==> config.mk <==
export PLATFORM = sky130hd
export DESIGN_NAME = swm_ctrl
export DESIGN_NICKNAME = d
export VERILOG_FILES = /design/src/hw/rtl/swm_pkg.sv /design/src/hw/rtl/swm_ctrl.sv
export SDC_FILE = /design/constraint.sdc
export NUM_CORES = 1
export LEC_CHECK = 0
export BUFFER_PORTS_ARGS = -buffer_cell sky130_fd_sc_hd__buf_4
export CORE_AREA = 5 5 42 44
export CTS_CLUSTER_DIAMETER = 80
export CTS_CLUSTER_SIZE = 8
export DETAILED_ROUTE_END_ITERATION = 8
export DIE_AREA = 0 0 47 49
export PLACE_DENSITY = 0.47
export SYNTH_ARGS = -nofsm -noshare
export SYNTH_HDL_FRONTEND = slang
export SYNTH_SLANG_ARGS = --single-unit
==> constraint.sdc <==
create_clock -name clk_i -period 2.5 [get_ports clk_i]
set_input_delay 0.25 -clock clk_i [delete_from_list [all_inputs] [get_ports clk_i]]
set_output_delay 0.25 -clock clk_i [all_outputs]
set_load 0.05 [all_outputs]
==> src/hw/rtl/swm_pkg.sv <==
// ----------------------------------------------------------------------------
// swm_pkg
// shared types and constants of the sliding window median unit
// ----------------------------------------------------------------------------
`timescale 1ns / 1ps

package swm_pkg;

  localparam int unsigned SampleW   = 32;
  localparam int unsigned MedianW   = 33;
  localparam int unsigned CfgW      = 6;
  localparam logic [CfgW-1:0] CfgReset = 6'd3;

  typedef enum logic [3:0] {
    ST_IDLE   = 4'b0001,
    ST_ADJUST = 4'b0010,
    ST_RD_LO  = 4'b0100,
    ST_RD_HI  = 4'b1000
  } state_e;

  typedef struct packed {
    logic load;
    logic evict;
    logic insert;
    logic rd_lo;
    logic rd_hi;
  } cmd_t;

  typedef struct packed {
    logic fill_ge_win;
    logic fill_hits_win;
    logic out_free;
  } status_t;

endpackage

==> src/hw/rtl/swm_ctrl.sv <==
// ----------------------------------------------------------------------------
// swm_ctrl
// sequencer for accept, eviction, insertion and median read
// ----------------------------------------------------------------------------
`timescale 1ns / 1ps

module swm_ctrl (
  input  logic             clk_i,
  input  logic             rst_ni,
  input  logic             in_valid_i,
  output logic             in_ready_o,
  input  swm_pkg::status_t status_i,
  output swm_pkg::cmd_t    cmd_o
);

  swm_pkg::state_e state_q, state_d;

  always_comb begin
    state_d    = state_q;
    cmd_o      = '0;
    in_ready_o = 1'b0;
    unique case (state_q)
      swm_pkg::ST_IDLE: begin
        in_ready_o = 1'b1;
        if (in_valid_i) begin
          cmd_o.load = 1'b1;
          state_d    = swm_pkg::ST_ADJUST;
        end
      end
      swm_pkg::ST_ADJUST: begin
        if (status_i.fill_ge_win) begin
          cmd_o.evict = 1'b1;
        end else begin
          cmd_o.insert = 1'b1;
          state_d = status_i.fill_hits_win ? swm_pkg::ST_RD_LO : swm_pkg::ST_IDLE;
        end
      end
      swm_pkg::ST_RD_LO: begin
        cmd_o.rd_lo = 1'b1;
        state_d     = swm_pkg::ST_RD_HI;
      end
      swm_pkg::ST_RD_HI: begin
        if (status_i.out_free) begin
          cmd_o.rd_hi = 1'b1;
          state_d     = swm_pkg::ST_IDLE;
        end
      end
      default: begin
        state_d = swm_pkg::ST_IDLE;
      end
    endcase
  end

  always_ff @(posedge clk_i or negedge rst_ni) begin
    if (!rst_ni) begin
      state_q <= swm_pkg::ST_IDLE;
    end else begin
      state_q <= state_d;
    end
  end

endmodule

==> summary.txt <==
Status
  – Status: completed

Timing
  – Final Hold Vio Count: 0
  – F_max: between 0.5 and 0.6 GHz
  – Period utilization: 70.3%
  – Fin crit period: approximately 1800 ps
  – RSZ-0062 raised after global routing: false
  – Least-Margin Pin Slew: about 300 ps
  – PnR worst setup slack: 742 ps
  – Slew Limit Fails: 0
  – Setup skew after layout: around 6.9 ps
  – Setup TNS: 0 ps
  – Setup-failing EPs final: 0
  – Slew HR: around four fifths

Min path
  – Worst hold start: status_i[0]
  – Hold Crit Depth: 3
  – Worst Hold Endpoint: state_q[3]
  – Hold WC Path Type: in -> reg

Critical path
  – RR Startpoint: state_q[0]
  – R2R Path End: state_q[0]
  – Crit path DAT: 1510 ps
  – CP max FO: 5
  – CP Cell Sequence: nor4b_4, and2_2, buf_4
  – R2R setup slack: 1180 ps
  – Crit path kind: reg -> out
  – CP endpoint kind: output pin
  – CP required: approximately 2300 ps
  – Buf/Inv on CP: 1
  – Top delay family on crit path: flip-flops
  – Crit path launch type: flip-flop
  – Reg2reg path depth: 3
  – Slowest-stage cell, CP: dfstp_2
  – Largest stage delay on the critical path: around 580 ps

Finish
  – Max reg flops: 4
  – Area growth syn-to-layout: 49.1%
  – Layout Nets: between 40 and 50
  – Most flop-heavy register: state_q
  – Most frequent cells in the layout: 11 x buf_4, 3 x clkbuf_4, 3 x dfrtp_1
  – Most common cell after layout, fill and taps aside: buf_4
  – Layout cells sized above 1: between 50% and 60%
  – Top flop regs: state_q x4
  – Antenna diode count: 0

Drt
  – Drt via density: 4.26
  – Routed WL per cell: roughly 11 microns
  – Detailed-router iteration count before antenna repair: 4
  – Routed Antenna Nets: 0
  – # DRC: 0
  – Iter 0 DRT Violations: 2
  – Total number of vias: between 200 and 250
  – Final WL: ~630 microns

Clocking
  – H-tree depth: 1
  – Post-CTS sizing: 0
  – Num CTS Buffers: 3
  – TritonCTS clock tree: done
  – Clock transition at the registers of the reported paths: 40 ps
  – Clock latency on the worst-skew pair: between 200 and 250 ps
  – CTS Sinks: 4
  – Clock buffer depth: 2
  – Clock Tree Root: clkbuf_4

Placement
  – GPL Wtd Cong: about 0.68
  – Dpl hpwl: between 500 and 600 microns
  – I/O Buffers: 11
  – Worst slack at placement: approximately 970 ps

Global route
  – GRT Total Usage: between 6 and 7%
  – Vias in the first global route: around 270
  – Global-route wire length before repair: roughly 1.1 mm
  – Initial antenna violation count: 0
  – Global route overflow: 0
  – Largest net degree at the start of global routing: 8

Yosys
  – #FFs+latches synth: 4
  – Cell area after synthesis: about 280 sq um
  – Syn nets: 32
  – Post-synthesis cell type count: 21
  – Synthesized area per cell: ~11 sq um
  – Synthesized instance count: 26
  – Seq/Total Area, Yosys: between 30% and 40%
  – Largest family of logic cells by synthesized area: simple AND/OR/NAND/NOR gates
  – Synth warn: 0
  – Complex-gate fraction of the synthesized area: 11.9%
  – Post-Synth Adder-Cell Area: 0%
  – Synth Area in Simple Gates: slightly below 50%
  – Mux share of post-synthesis cell area: 0%
  – Post-synthesis xor/xnor area fraction: 0%

Pwr
  – Internal power: 0.000274 W
  – Clock power share: between 10% and 20%
  – Pwr/cell area: approximately 1200 nW/um^2
  – Comb pwr share: a little under three fifths
  – Final total power: between 0.0004 and 0.0005 W
  – Sw Ratio: 45.1%
  – Leakage Power: just under 0.2 nW
  – Switch Pwr: ~0.00023 W
  – Max VDD drop: roughly 570 uV
  – Sequential share of power: a little over a quarter

Floorplan
  – Die Y: 49 microns
  – Initial Utilization: approximately a fifth
  – Io pins: 12
  – Die footprint: ~2300 sq um
  – Placeable Area: between 1000 and 1500 sq um
  – Std cell rows: 14
  – Die span in x: ~47 microns

Run
  – Max Cap Viol: 0
through the flow:
stage                     cells  cell area (sq um)  utilization, %  hold WS [ps]
after floorplan              26                283               -         -45.6
after global placement       53                385            27.5          46.4
after detailed placement     53                385            27.5          45.9
after CTS                    58                422            30.1           295
after global routing         58                422            30.1           308
final                        58                422            30.1           300
metal layers:
metal  vias to the layer above  global-route usage [%]  wire length [microns]
li1                        127                       -                      -
met1                       107                    7.14                    237
met2                        11                    9.50                    292
met3                         2                    2.58                     79
met4                         0                    6.91                     22
met5                         -                       0                      0
worst max-delay path by stage:
stage	startpoint	end	cells past startpoint
6_report	state_q[0]	cmd_o[4]	3
5_1_grt	state_q[0]	cmd_o[4]	3
4_1_cts	state_q[0]	cmd_o[4]	3
3_5_place_dp	state_q[0]	cmd_o[4]	3
3_3_place_gp	state_q[0]	cmd_o[4]	3
2_1_floorplan	state_q[0]	cmd_o[4]	2
logic make-up after synthesis:
logic type / count (synthesis)
flops: 4
simple gates: 16
compound gates: 4
buf+inv: 2
timing repair:
| item | 4_1_cts | 5_1_grt |
|---|---|---|
| endpoints found under the hold margin | 4 | 0 |
| buffers inserted | 0 | 0 |
| hold buffers | 1 | 0 |
power groups by stage:
stage          logic, W  registers, W  clock network, W
2_1_floorplan  0.000212      0.000128                 0
3_5_place_dp   0.000281      0.000136                 0
4_1_cts        0.000284      0.000135         0.0000901
3_3_place_gp   0.000276      0.000135                 0
6_report       0.000278      0.000135         0.0000860
5_1_grt        0.000301      0.000139         0.0000949
area by class of cell:
| cell class | count | area [sq um] |
|---|---|---|
| inverters | 2 | 7.51 |
| fillers | 162 | 980 |
| well taps | 16 | 20.0 |
| repair buffers | 12 | 92.6 |
| clock buffers | 4 | 26.3 |
| multi-input cells | 20 | 174 |
| flip-flops and latches | 4 | 101 |
synthesized netlist by cell type:
master | count | area share, %
dfrtp_1 | 3 | 27
nand2_1 | 2 | 2.7
nor2_1 | 2 | 2.7
nor4b_4 | 2 | 17
a21boi_1 | 1 | 2.7
a31oi_1 | 1 | 2.2
a32o_2 | 1 | 4.0
and2_1 | 1 | 2.2
and2_2 | 1 | 2.7
and2b_1 | 1 | 2.7
and3b_2 | 1 | 3.5
and4b_1 | 1 | 3.5
dfstp_2 | 1 | 9.3
inv_1 | 1 | 1.3
inv_2 | 1 | 1.3
nor2b_1 | 1 | 2.2
nor3_1 | 1 | 1.8
nor3b_2 | 1 | 4.4
o21ai_2 | 1 | 3.1
or2_1 | 1 | 2.2
or3_1 | 1 | 2.2
worst min-delay path, cell delays in order:
cell      delay [ps]
buf_4             90
or3_1             90
a21boi_1          60
No activity file was read; power rests on OpenSTA's default activity.
